File: src/rtl/ttl_lru_cache_with_miss_coalescing_macros.svh
// assertion macros for the ttl lru cache
// used by the top level only
`ifndef TTL_LRU_CACHE_WITH_MISS_COALESCING_MACROS_SVH
`define TTL_LRU_CACHE_WITH_MISS_COALESCING_MACROS_SVH
`define TLC_ASSERT_IMPL(label, a, c) \
  label: assert property (@(posedge clk) disable iff (rst) (a) |-> (c)) else $error("tlc check");
`define TLC_ASSERT_NEXT(label, a, c) \
  label: assert property (@(posedge clk) disable iff (rst) (a) |=> (c)) else $error("tlc check");
`endif

File: src/rtl/tlc_pkg.sv
// types and constants of the ttl lru cache
// no dependencies
package tlc_pkg;
  localparam int ENTRIES = 16;
  localparam int PENDING_SLOTS = 8;
  localparam int EIDX_BITS = $clog2(ENTRIES);
  localparam int PIDX_BITS = $clog2(PENDING_SLOTS);
  localparam int CNT_BITS = EIDX_BITS + 1;

  localparam logic [1:0] ACT_LOOKUP = 2'd0;
  localparam logic [1:0] ACT_FILL = 2'd1;
  localparam logic [1:0] ACT_INVAL = 2'd2;
  localparam logic [1:0] ACT_SPARE = 2'd3;

  localparam logic [2:0] OUT_HIT = 3'd0;
  localparam logic [2:0] OUT_LOAD = 3'd1;
  localparam logic [2:0] OUT_WAIT = 3'd2;
  localparam logic [2:0] OUT_RECUR = 3'd3;
  localparam logic [2:0] OUT_FILL = 3'd4;
  localparam logic [2:0] OUT_INVAL = 3'd5;
  localparam logic [2:0] OUT_FULL = 3'd6;

  typedef enum logic [2:0] {
    ST_IDLE, ST_SCAN, ST_DECIDE, ST_EVICT, ST_WRITE, ST_OUT
  } state_t;

  typedef struct packed {
    logic [1:0]  action;
    logic [31:0] key;
    logic [31:0] ttl;
    logic [63:0] now_time;
    logic [3:0]  requester_id;
    logic        fill_ok;
    logic [63:0] fill_value;
  } req_t;

  typedef struct packed {
    logic [2:0]  outcome;
    logic        load_ok;
    logic [63:0] value;
    logic        stored;
    logic [4:0]  entry_count;
  } rsp_t;
endpackage

File: src/rtl/ttl_lru_cache_with_miss_coalescing.sv
// per item: a memory scan over all entries, including the memory read latency, then a
// decide state; a stored fill adds a write state and each evicted entry adds a rank
// scan and evict step.
// one item at a time: no new item is taken until the result is taken; the result sits in
// an output register. synchronous reset clears valid bits, recency ranks, pending
// table, capacity 16. depends on tlc_pkg and the macros header
`include "ttl_lru_cache_with_miss_coalescing_macros.svh"
module ttl_lru_cache_with_miss_coalescing
  import tlc_pkg::*;
(
  input  logic         clk,
  input  logic         rst,
  input  logic         s_tvalid,
  output logic         s_tready,
  // key[31:0], ttl[63:32], now_time[127:64], fill_ok[128], fill_value[192:129], 0 pad
  input  logic [199:0] s_tdata,
  // action[1:0], requester_id[5:2]
  input  logic [5:0]   s_tuser,
  output logic         m_tvalid,
  input  logic         m_tready,
  // outcome[2:0], load_ok[3], value[67:4], stored[68], entry_count[73:69], 0 pad
  output logic [79:0]  m_tdata,
  input  logic         psel,
  input  logic         penable,
  input  logic         pwrite,
  input  logic [1:0]   paddr,
  input  logic [31:0]  pwdata,
  output logic [31:0]  prdata,
  output logic         pready
);
  state_t state, state_next;
  req_t req;
  rsp_t rsp;
  logic [4:0] capacity;

  // entry memory: key, value, expiry
  logic [159:0] emem [ENTRIES];
  logic [159:0] erd;
  logic [EIDX_BITS-1:0] raddr;
  logic we;
  logic [EIDX_BITS-1:0] waddr;
  logic [159:0] wdata;

  logic [ENTRIES-1:0] evalid;
  logic [EIDX_BITS-1:0] rank [ENTRIES];
  logic [PENDING_SLOTS-1:0] pvalid, pcanc;
  logic [31:0] pkey [PENDING_SLOTS];
  logic [3:0] pown [PENDING_SLOTS];

  logic [CNT_BITS-1:0] sidx;     // scan index, running one past the last entry for read latency
  logic [EIDX_BITS-1:0] ridx;    // index of data now in erd
  logic rvld;
  logic found;
  logic [EIDX_BITS-1:0] fidx;
  logic [159:0] fdata;
  logic evicting;
  logic [EIDX_BITS-1:0] vidx;
  logic vfound;
  logic [EIDX_BITS-1:0] vrank;

  logic [CNT_BITS-1:0] count;
  logic [4:0] cap;
  always_comb begin
    count = '0;
    for (int i = 0; i < ENTRIES; i++) count = count + CNT_BITS'(evalid[i]);
    cap = (capacity > 5'(ENTRIES)) ? 5'(ENTRIES) : capacity;
  end

  // pending matches and lowest free pending slot
  logic pfound, pfree;
  logic [PIDX_BITS-1:0] pidx, fridx;
  always_comb begin
    pfound = 1'b0; pidx = '0; pfree = 1'b0; fridx = '0;
    for (int i = PENDING_SLOTS-1; i >= 0; i--) begin
      if (pvalid[i] && pkey[i] == req.key) begin
        pfound = 1'b1; pidx = PIDX_BITS'(i);
      end
      if (!pvalid[i]) begin
        pfree = 1'b1; fridx = PIDX_BITS'(i);
      end
    end
  end

  // lowest free entry
  logic efree;
  logic [EIDX_BITS-1:0] eslot;
  always_comb begin
    efree = 1'b0; eslot = '0;
    for (int i = ENTRIES-1; i >= 0; i--)
      if (!evalid[i]) begin
        efree = 1'b1; eslot = EIDX_BITS'(i);
      end
  end

  // decide-cycle result and fill control
  rsp_t dec_rsp;
  logic hit, store_go, need_evict, more_evict;
  always_comb begin
    dec_rsp = '{outcome: OUT_INVAL, load_ok: 1'b0, value: 64'd0, stored: 1'b0,
                entry_count: 5'(count)};
    store_go = 1'b0;
    hit = found && (req.now_time < fdata[159:96]);
    if (req.action == ACT_LOOKUP) begin
      if (hit) begin
        dec_rsp.outcome = OUT_HIT; dec_rsp.load_ok = 1'b1; dec_rsp.value = fdata[95:32];
      end else begin
        if (found) dec_rsp.entry_count = 5'(count - 1'b1);
        if (pfound) dec_rsp.outcome = (pown[pidx] == req.requester_id) ? OUT_RECUR : OUT_WAIT;
        else if (!pfree) dec_rsp.outcome = OUT_FULL;
        else dec_rsp.outcome = OUT_LOAD;
      end
    end else if (req.action == ACT_FILL) begin
      dec_rsp.outcome = OUT_FILL; dec_rsp.load_ok = req.fill_ok;
      dec_rsp.value = req.fill_ok ? req.fill_value : 64'd0;
      store_go = pfound && req.fill_ok && !pcanc[pidx] && cap != 5'd0 && req.ttl != 32'd0;
    end else if (req.action == ACT_INVAL) begin
      if (found) dec_rsp.entry_count = 5'(count - 1'b1);
    end
  end
  assign need_evict = 5'(count - CNT_BITS'(found)) >= cap;
  assign more_evict = vfound && (5'(count - 1'b1) >= cap);

  assign s_tready = (state == ST_IDLE);
  assign pready = 1'b1;
  assign prdata = (paddr == 2'd0) ? {27'd0, capacity} : 32'd0;
  assign m_tdata = {6'd0, rsp.entry_count, rsp.stored, rsp.value, rsp.load_ok, rsp.outcome};

  always_ff @(posedge clk) begin
    if (rst) capacity <= 5'd16;
    else if (psel && penable && pwrite && paddr == 2'd0) capacity <= pwdata[4:0];
  end

  assign raddr = sidx[EIDX_BITS-1:0];
  assign we = (state == ST_WRITE) && efree;
  assign waddr = eslot;
  assign wdata = {req.now_time + {32'd0, req.ttl}, req.fill_value, req.key};
  always_ff @(posedge clk) begin
    if (we) emem[waddr] <= wdata;
    erd <= emem[raddr];
  end

  logic scan_done;
  assign scan_done = (sidx == CNT_BITS'(ENTRIES)) && rvld;

  always_comb begin
    state_next = state;
    unique case (state)
      ST_IDLE:   if (s_tvalid) state_next = ST_SCAN;
      ST_SCAN:   if (scan_done) state_next = evicting ? ST_EVICT : ST_DECIDE;
      ST_DECIDE: state_next = store_go ? (need_evict ? ST_SCAN : ST_WRITE) : ST_OUT;
      ST_EVICT:  state_next = more_evict ? ST_SCAN : ST_WRITE;
      ST_WRITE:  state_next = ST_OUT;
      ST_OUT:    if (m_tvalid && m_tready) state_next = ST_IDLE;
      default:   state_next = ST_IDLE;
    endcase
  end

  always_ff @(posedge clk) begin
    if (rst) state <= ST_IDLE;
    else state <= state_next;
  end

  // drop entry i, shifting older-than ranks down
  task automatic drop(input logic [EIDX_BITS-1:0] i);
    evalid[i] <= 1'b0;
    for (int j = 0; j < ENTRIES; j++)
      if (evalid[j] && rank[j] > rank[i] && EIDX_BITS'(j) != i) rank[j] <= rank[j] - 1'b1;
  endtask

  always_ff @(posedge clk) begin
    if (rst) begin
      evalid <= '0; pvalid <= '0; pcanc <= '0; m_tvalid <= 1'b0;
      for (int i = 0; i < ENTRIES; i++) rank[i] <= '0;
      sidx <= '0; rvld <= 1'b0; found <= 1'b0; evicting <= 1'b0;
    end else begin
      unique case (state)
        ST_IDLE: begin
          if (s_tvalid) begin
            req <= '{action: s_tuser[1:0], key: s_tdata[31:0], ttl: s_tdata[63:32],
                     now_time: s_tdata[127:64], requester_id: s_tuser[5:2],
                     fill_ok: s_tdata[128], fill_value: s_tdata[192:129]};
            sidx <= '0; rvld <= 1'b0; found <= 1'b0; evicting <= 1'b0;
          end
        end
        ST_SCAN: begin
          rvld <= 1'b1;
          ridx <= sidx[EIDX_BITS-1:0];
          if (scan_done) sidx <= '0;
          else if (sidx != CNT_BITS'(ENTRIES)) sidx <= sidx + 1'b1;
          if (rvld) begin
            if (evicting) begin
              if (evalid[ridx] && (!vfound || rank[ridx] > vrank)) begin
                vfound <= 1'b1; vidx <= ridx; vrank <= rank[ridx];
              end
            end else if (!found && evalid[ridx] && erd[31:0] == req.key) begin
              found <= 1'b1; fidx <= ridx; fdata <= erd;
            end
          end
        end
        ST_DECIDE: begin
          rsp <= dec_rsp;
          m_tvalid <= !store_go;
          if (req.action == ACT_LOOKUP) begin
            if (hit) begin
              for (int j = 0; j < ENTRIES; j++)
                if (EIDX_BITS'(j) != fidx && evalid[j] && rank[j] < rank[fidx])
                  rank[j] <= rank[j] + 1'b1;
              rank[fidx] <= '0;
            end else begin
              if (found) drop(fidx);
              if (!pfound && pfree) begin
                pvalid[fridx] <= 1'b1; pkey[fridx] <= req.key;
                pown[fridx] <= req.requester_id; pcanc[fridx] <= 1'b0;
              end
            end
          end else if (req.action == ACT_FILL) begin
            if (pfound) begin
              pvalid[pidx] <= 1'b0; pcanc[pidx] <= 1'b0;
            end
            if (store_go) begin
              if (found) drop(fidx);
              // go evict if needed
              if (need_evict) begin
                evicting <= 1'b1; vfound <= 1'b0; rvld <= 1'b0; sidx <= '0;
              end
            end
          end else if (req.action == ACT_INVAL) begin
            if (found) drop(fidx);
            if (pfound) pcanc[pidx] <= 1'b1;
          end
        end
        ST_EVICT: begin
          if (vfound) drop(vidx);
          if (more_evict) begin
            evicting <= 1'b1; vfound <= 1'b0; rvld <= 1'b0; sidx <= '0;
          end else evicting <= 1'b0;
        end
        ST_WRITE: begin
          for (int j = 0; j < ENTRIES; j++)
            if (efree && EIDX_BITS'(j) == eslot) rank[j] <= '0;
            else if (evalid[j]) rank[j] <= rank[j] + 1'b1;
          if (efree) evalid[eslot] <= 1'b1;
          rsp.stored <= efree;
          rsp.entry_count <= 5'(count + CNT_BITS'(efree));
          m_tvalid <= 1'b1;
        end
        ST_OUT: if (m_tready) m_tvalid <= 1'b0;
        default: ;
      endcase
    end
  end

  `TLC_ASSERT_IMPL(a_ready_idle, s_tready, !m_tvalid)
  `TLC_ASSERT_NEXT(a_out_release, m_tvalid && m_tready, !m_tvalid)
  `TLC_ASSERT_IMPL(a_count_bound, m_tvalid, rsp.entry_count <= 5'(ENTRIES))
endmodule
File: config.mk
export PLATFORM = sky130hd
export DESIGN_NAME = ttl_lru_cache_with_miss_coalescing
export DESIGN_NICKNAME = d
export VERILOG_FILES = /design/src/rtl/tlc_pkg.sv /design/src/rtl/ttl_lru_cache_with_miss_coalescing.sv
export VERILOG_INCLUDE_DIRS = /design/src /design/src/rtl
export SDC_FILE = /design/constraint.sdc
export NUM_CORES = 2
export LEC_CHECK = 0
export BUFFER_PORTS_ARGS = -buffer_cell sky130_fd_sc_hd__buf_4
export CAP_MARGIN = 20
export CORE_UTILIZATION = 30
export DETAILED_ROUTE_END_ITERATION = 16
export PLACE_DENSITY = 0.45
export SLEW_MARGIN = 15
export SYNTH_ARGS = -nofsm -noshare
export SYNTH_HDL_FRONTEND = slang
export SYNTH_SLANG_ARGS = --single-unit
File: constraint.sdc
create_clock -name clk -period 16.2 [get_ports clk]
set_clock_uncertainty 0.1 [all_clocks]
set_input_delay 1.62 -clock clk [delete_from_list [all_inputs] [get_ports clk]]
set_output_delay 1.62 -clock clk [all_outputs]
set_load 0.01 [all_outputs]
## Yosys cells after proc, flatten, opt, wreduce, memory -nomap -nowiden

Memory sizes are Yosys's and may differ from the RTL's. A register that Yosys moved wholly into a read port is not among the register bits.
Cells that the tools add are included.

- Memories kept: 3
- Logic and storage cells: 832
- Memory bits (writable): 2,848
- Output and inout bits: 115
- Flip-flop bits (word level): 563

Memory list:

| name | words | width | rd ports | clocked after Yosys merged registers in | wr ports | RTL line | RTL |
|---|---|---|---|---|---|---|---|
| emem | 16 | 160 | 1 | 1 | 1 | ttl_lru_cache_with_miss_coalescing.sv:37 | `logic [159:0] emem [ENTRIES];` |
| pkey | 8 | 32 | 8 | 0 | 1 | ttl_lru_cache_with_miss_coalescing.sv:47 | `logic [31:0] pkey [PENDING_SLOTS];` |
| pown | 8 | 4 | 1 | 0 | 1 | ttl_lru_cache_with_miss_coalescing.sv:48 | `logic [3:0] pown [PENDING_SLOTS];` |

- Reductions and logical operators: 198
- Muxes and demuxes: 328
- Eq/ne operators: 120
- Bitwise gates (word level): 19
- Order comparisons: 68
- Add/sub/neg operators: 52

Operators by type and width:

| operator | number |
|---|---|
| $mux 4 | 167 |
| $mux 64 | 8 |
| $eq 32x32->1 | 9 |
| $pmux 64 s3 | 1 |
| $logic_and 1x1->1 | 142 |
| $gt 4x4->1 | 33 |
| $mux 16 | 8 |
| $reduce_and 6->1 | 19 |
| $mux 8 | 12 |
| $mux 3 | 25 |
| $mux 5 | 15 |
| $mux 1 | 69 |
| $mux 68 | 1 |
| $mux 66 | 1 |
| $ne 2x2->1 const B | 33 |
| $mux 65 | 1 |
| $add 4x1->4 const B | 16 |
| $add 64x32->64 | 1 |
| $and 64x64->64 | 1 |
| $lt 4x4->1 | 16 |
| $lt 64x64->1 | 1 |
| $ne 4x4->1 const A | 16 |
| $not 64->64 | 1 |
| $sub 4x1->4 const B | 16 |
| 72 further kinds | 173 |

## Longest topological paths before layout

- Word-level depth: 23
- Gate-level depth with buffers: 23
- Mapped depth without buffers: 22

## Least setup slack after synthesis

Ideal clock, no wire load.

- Kind: input to register
- Start: input rst
- End: register fdata[100] (enable)
- Setup slack: 0.666 ns
- Path buffers: 1
- Data required time: 15.152 ns
- Arrival: 14.486 ns
- Stages on the path: 4
- Setup time: 0.948 ns
- Path through: clkbuf_1 > inv_1 > nand2_1 > nor4_1

- Word-level cells in the longest chain between the ends: 2

Ends and longest elaborated chain:

| what | RTL line | RTL |
|---|---|---|
| start: declaration | ttl_lru_cache_with_miss_coalescing.sv:12 | `input logic rst,` |
| $not 1->1 (no source line) | - |  |
| $reduce_and 5->1 (no source line) | - |  |
| end signal: assignment | ttl_lru_cache_with_miss_coalescing.sv:196 | `found <= 1'b1; fidx <= ridx; fdata <= erd;` |
| end: declaration | ttl_lru_cache_with_miss_coalescing.sv:55 | `logic [159:0] fdata;` |

Every way passes these cells.
A chain may end at the register's enable or synchronous reset.

## Final worst setup path

- Start: register evalid[1]
- End: register sidx[3]

- Word-level cells in the longest chain between the ends: 20
- Elaborated cells between the ends (all ways): 23
- Those cells by class: add/sub (17); order compare (2); eq/ne (2); reduce/logical (2)

Ends and longest elaborated chain:

| what | RTL line | RTL |
|---|---|---|
| start: declaration | ttl_lru_cache_with_miss_coalescing.sv:44 | `logic [ENTRIES-1:0] evalid;` |
| start signal: assignment | ttl_lru_cache_with_miss_coalescing.sv:172 | `evalid <= '0; pvalid <= '0; pcanc <= '0; m_tvalid <= 1'b0;` |
| start signal: indexed assignment | ttl_lru_cache_with_miss_coalescing.sv:242 | `if (efree) evalid[eslot] <= 1'b1;` |
| $add 1x1->2 * | ttl_lru_cache_with_miss_coalescing.sv:65 | `for (int i = 0; i < ENTRIES; i++) count = count + CNT_BITS'(evalid[i]);` |
| $add 2x1->3 * | ttl_lru_cache_with_miss_coalescing.sv:65 |  |
| $add 3x1->4 * | ttl_lru_cache_with_miss_coalescing.sv:65 |  |
| $add 4x1->5 * | ttl_lru_cache_with_miss_coalescing.sv:65 |  |
| $add 5x1->5 * (11 in a row) | ttl_lru_cache_with_miss_coalescing.sv:65 |  |
| $sub 5x1->5 | ttl_lru_cache_with_miss_coalescing.sv:121 | `assign more_evict = vfound && (5'(count - 1'b1) >= cap);` |
| $ge 5x5->1 | ttl_lru_cache_with_miss_coalescing.sv:121 |  |
| $logic_and 1x1->1 | ttl_lru_cache_with_miss_coalescing.sv:121 |  |
| $ne 2x2->1 (no source line) | - |  |
| $reduce_and 8->1 (no source line) * | - |  |
| end signal: assignment | ttl_lru_cache_with_miss_coalescing.sv:189 | `else if (sidx != CNT_BITS'(ENTRIES)) sidx <= sidx + 1'b1;` |
| end: declaration | ttl_lru_cache_with_miss_coalescing.sv:50 | `logic [CNT_BITS-1:0] sidx;` |

Mark *: on every way between the ends. The rest lies on a longest branch, timed or not.

==> summary.txt <==
Detailed routing
  – Met3 WL: 21.7 mm
  – DR WL/cell: approximately 28 um
  – Post-route met1 wirelength: between 150 and 200 mm
  – Drt initial violations: 7,038
  – Vias: 77,900
  – Drt drc: 0
  – Vias per std cell: 5.17
  – Total Wirelength: 428 mm
  – DR WL met2: 206 mm
  – Routed Antenna Nets: 0
  – Top layer in use: met5
  – Drt pass-1 iters: 6

Placed design
  – GP Congestion: roughly 0.85
  – Placed Area: 156,000 sq um
  – Detail Placement HPWL: about 240 mm
  – PortBufs: 293
  – Placed Instances: 14,300

Logic synthesis
  – Mapped Area: 145,000 sq um
  – Cells after Synth: 7,812
  – Post-synthesis sequential area ratio: 0.713
  – Synth Register Bits: 3,539
  – Unique masters post-synth: 103
  – Yosys warning count: 0
  – FFs w/ async S/R, synth: 0
  – EDFF count, synth: ~3,300
  – Average cell area after synthesis: about 19 sq um
  – Most used DFF post-synth: edfxtp_1

Cells and area
  – Fraction of layout cells with a size suffix above 1: 0.242
  – Final net count: 8,849
  – Fin util: 0.350
  – Non-Filler Instances: ~15,000
  – Design Area, Final: 169,000 sq um
  – Syn-to-layout area delta: 16.4%

Clock tree
  – CTS tree: built
  – Number of CTS-inserted buffers: 392
  – Cts hold-fix bufs: 0
  – Clock Path Buffers: 4
  – CTS clk-pin slew, worst paths: about 60 ps
  – Clock Sinks: ~3,500
  – Worst-skew pair later-pin latency: 1020 ps
  – CTS resizes: 0
  – H-tree levels: 5
  – Postcts setup bufs: 0
  – Root buffer cell: clkbuf_16

Timing
  – Crit share post-route: 0.406
  – Setup_tns: 0 ps
  – Worst slew pin tran: 1160 ps
  – Slew Limit Headroom: 0.218
  – Endpoints failing hold: 0
  – Final setup fails: 0
  – Final min period: 6570 ps
  – RSZ-0062 raised after global routing: no
  – Highest clock rate: between 150 and 200 MHz
  – Slew Limit Fails: 0

Power and ir drop
  – Peak VDD IR: 99.1 uV
  – Leakage: between 50 and 60 nW
  – PwrDens: 130 nW/um^2

Global route
  – Initial antenna violation count: 28
  – Largest net degree at the start of global routing: 96
  – Gr ovfl total: 0
  – Vias in the first global route: 81,400
  – Total GRT Usage: 0.172
  – First-pass GRT wire length: 609 mm

Worst setup path
  – Data required, critical path: 16,880 ps
  – Crit Path Max Fanout: 13
  – Worst reg2reg path startpoint: evalid[1]
  – Critical Path AT: 7250 ps
  – Crit start category: flop
  – Critical path endpoint category: flop
  – Critical path origin: evalid[1]
  – Crit path kind: reg -> reg

Min path
  – Hold Crit Class: reg -> reg
  – Hold Path Origin: erd[38]

Die
  – Initial Utilization: 0.301
  – Die ar.: about 490,000 sq um
  – DIE WIDTH: 698 um
  – Placeable Area: 482,000 sq um
  – FP Rows: 255
  – Die height: 698 um
  – I/O pins: 362

Outcome
  – Status: finished, final reports clean

Run
  – Max-cap viol count: 0
-- stage by stage --
step	worst slack (ps)	power [mW]	hold slack, ps
global placement	9730	13.2	287
global route	9270	22.7	277
CTS	9700	22.2	280
floorplan	666	12.4	286
detailed placement	9730	13.2	289
finish	9630	21.9	279
-- critical path: stages, from the launching register on --
cell and delay [ps]:
dfxtp_1 690, inv_1 220, fa_1 530, fa_1 540, fa_1 450, fa_1 550
inv_1 50, ha_1 210, fa_1 470, xor2_1 640, nor2_1 100, nand2_1 110
xnor2_1 80, ha_1 300, o21ai_0 70, nand2b_1 80, a21oi_1 130, o31ai_1 650
and2_1 310, a211oi_1 100
-- flip-flops by register name (all words and copies together) (netlist names), 5 cells and up, named ones only --
| register | count |
|---|---|
| emem | 2560 |
| pkey | 256 |
| req | 199 |
| erd | 160 |
| fdata | 128 |
| m_tdata | 74 |
| rank | 64 |
| pown | 32 |
| evalid | 16 |
| pvalid | 8 |
| capacity | 5 |
| sidx | 5 |
-- logic make-up after synthesis --
group	after synthesis	share of synthesized area
XOR/XNOR	359	0.0216
adder cells (fa/ha/maj)	292	0.0257
multiplexers	884	0.135
AO/OA/AOI/OAI	966	0.0458
AND/OR/NAND/NOR	1142	0.0408
buffers and inverters	628	0.0179
flip-flops	3539	0.713
other	2	0.0000517
-- power by group --
group	leakage (nW)	total (mW)	switching, mW	internal, mW
logic	15.6	2.44	1.32	1.12
clock network	6.30	8.90	3.74	5.16
registers	31.7	10.6	0.253	10.3
total	53.5	21.9	5.32	16.6
-- per-layer routing --
| layer | GRT usage | vias up |
|---|---|---|
| li1 | - | 33000 |
| met2 | 0.287 | 2489 |
| met3 | 0.0251 | 709 |
| met4 | 0.0448 | 16 |
| met5 | 0 | - |
| met1 | 0.235 | 41700 |
-- synth_stat cells, drive strengths merged, types with 11 or more instances --
master	number	area [sq um]
edfxtp	3266	98100
mux4	865	19500
clkbuf	281	1050
ha	281	3520
dfxtp	273	5470
xor2	239	2090
a21oi	235	1180
nor2	232	871
nand2	216	813
inv	190	713
o21ai	186	931
buf	156	830
nor3	136	761
xnor2	120	1050
nand3	105	531
nand4	94	588
nor4	94	588
a22o	71	622
a211oi	66	538
and3	63	399
nand2b	59	369
a31oi	54	353
nor2b	50	313
a21o	44	330
o211ai	29	223
a221o	25	250
a221oi	23	208
o21a	23	173
o31ai	22	165
o221ai	21	184
and2	20	130
or3	19	119
a32oi	15	131
a2111oi	13	120
mux2i	13	130
or4	13	101
o22ai	12	81.3
a21boi	11	82.6
and4	11	96.3
fa	11	220
-- final timing paths --
path	end	slack, ps	depth (start not counted)
hold reg to reg	fdata[38]	280	0
hold / removal	fdata[38]	280	0
setup reg to reg	sidx[3]	9630	19
setup / recovery	sidx[3]	9630	19
-- layout make-up --
class	count	area, sq um
inverters	191	717
fillers	45200	313000
clock inverters	169	1660
well taps	6425	8040
diodes	8	20.0
clock buffers	565	11200
repair buffers	509	4110
multi-input cells	3677	39800
flip-flops and latches	3539	104000
-- cells in the final DEF, fill, tap and decap left out, drive strengths merged, types with 25 or more instances in the layout --
cell type and instances:
edfxtp 3266, mux4 865, clkbuf 571, buf 503
ha 281, dfxtp 273, xor2 239, a21oi 235
nor2 232, nand2 216, inv 204, o21ai 186
nor3 136, clkinv 126, xnor2 120, nand3 105
nand4 94, nor4 94, a22o 71, a211oi 66
and3 63, nand2b 59, a31oi 54, nor2b 50
a21o 44, conb 34, o211ai 29, a221o 25
No activity file was read; power rests on OpenSTA's default activity.
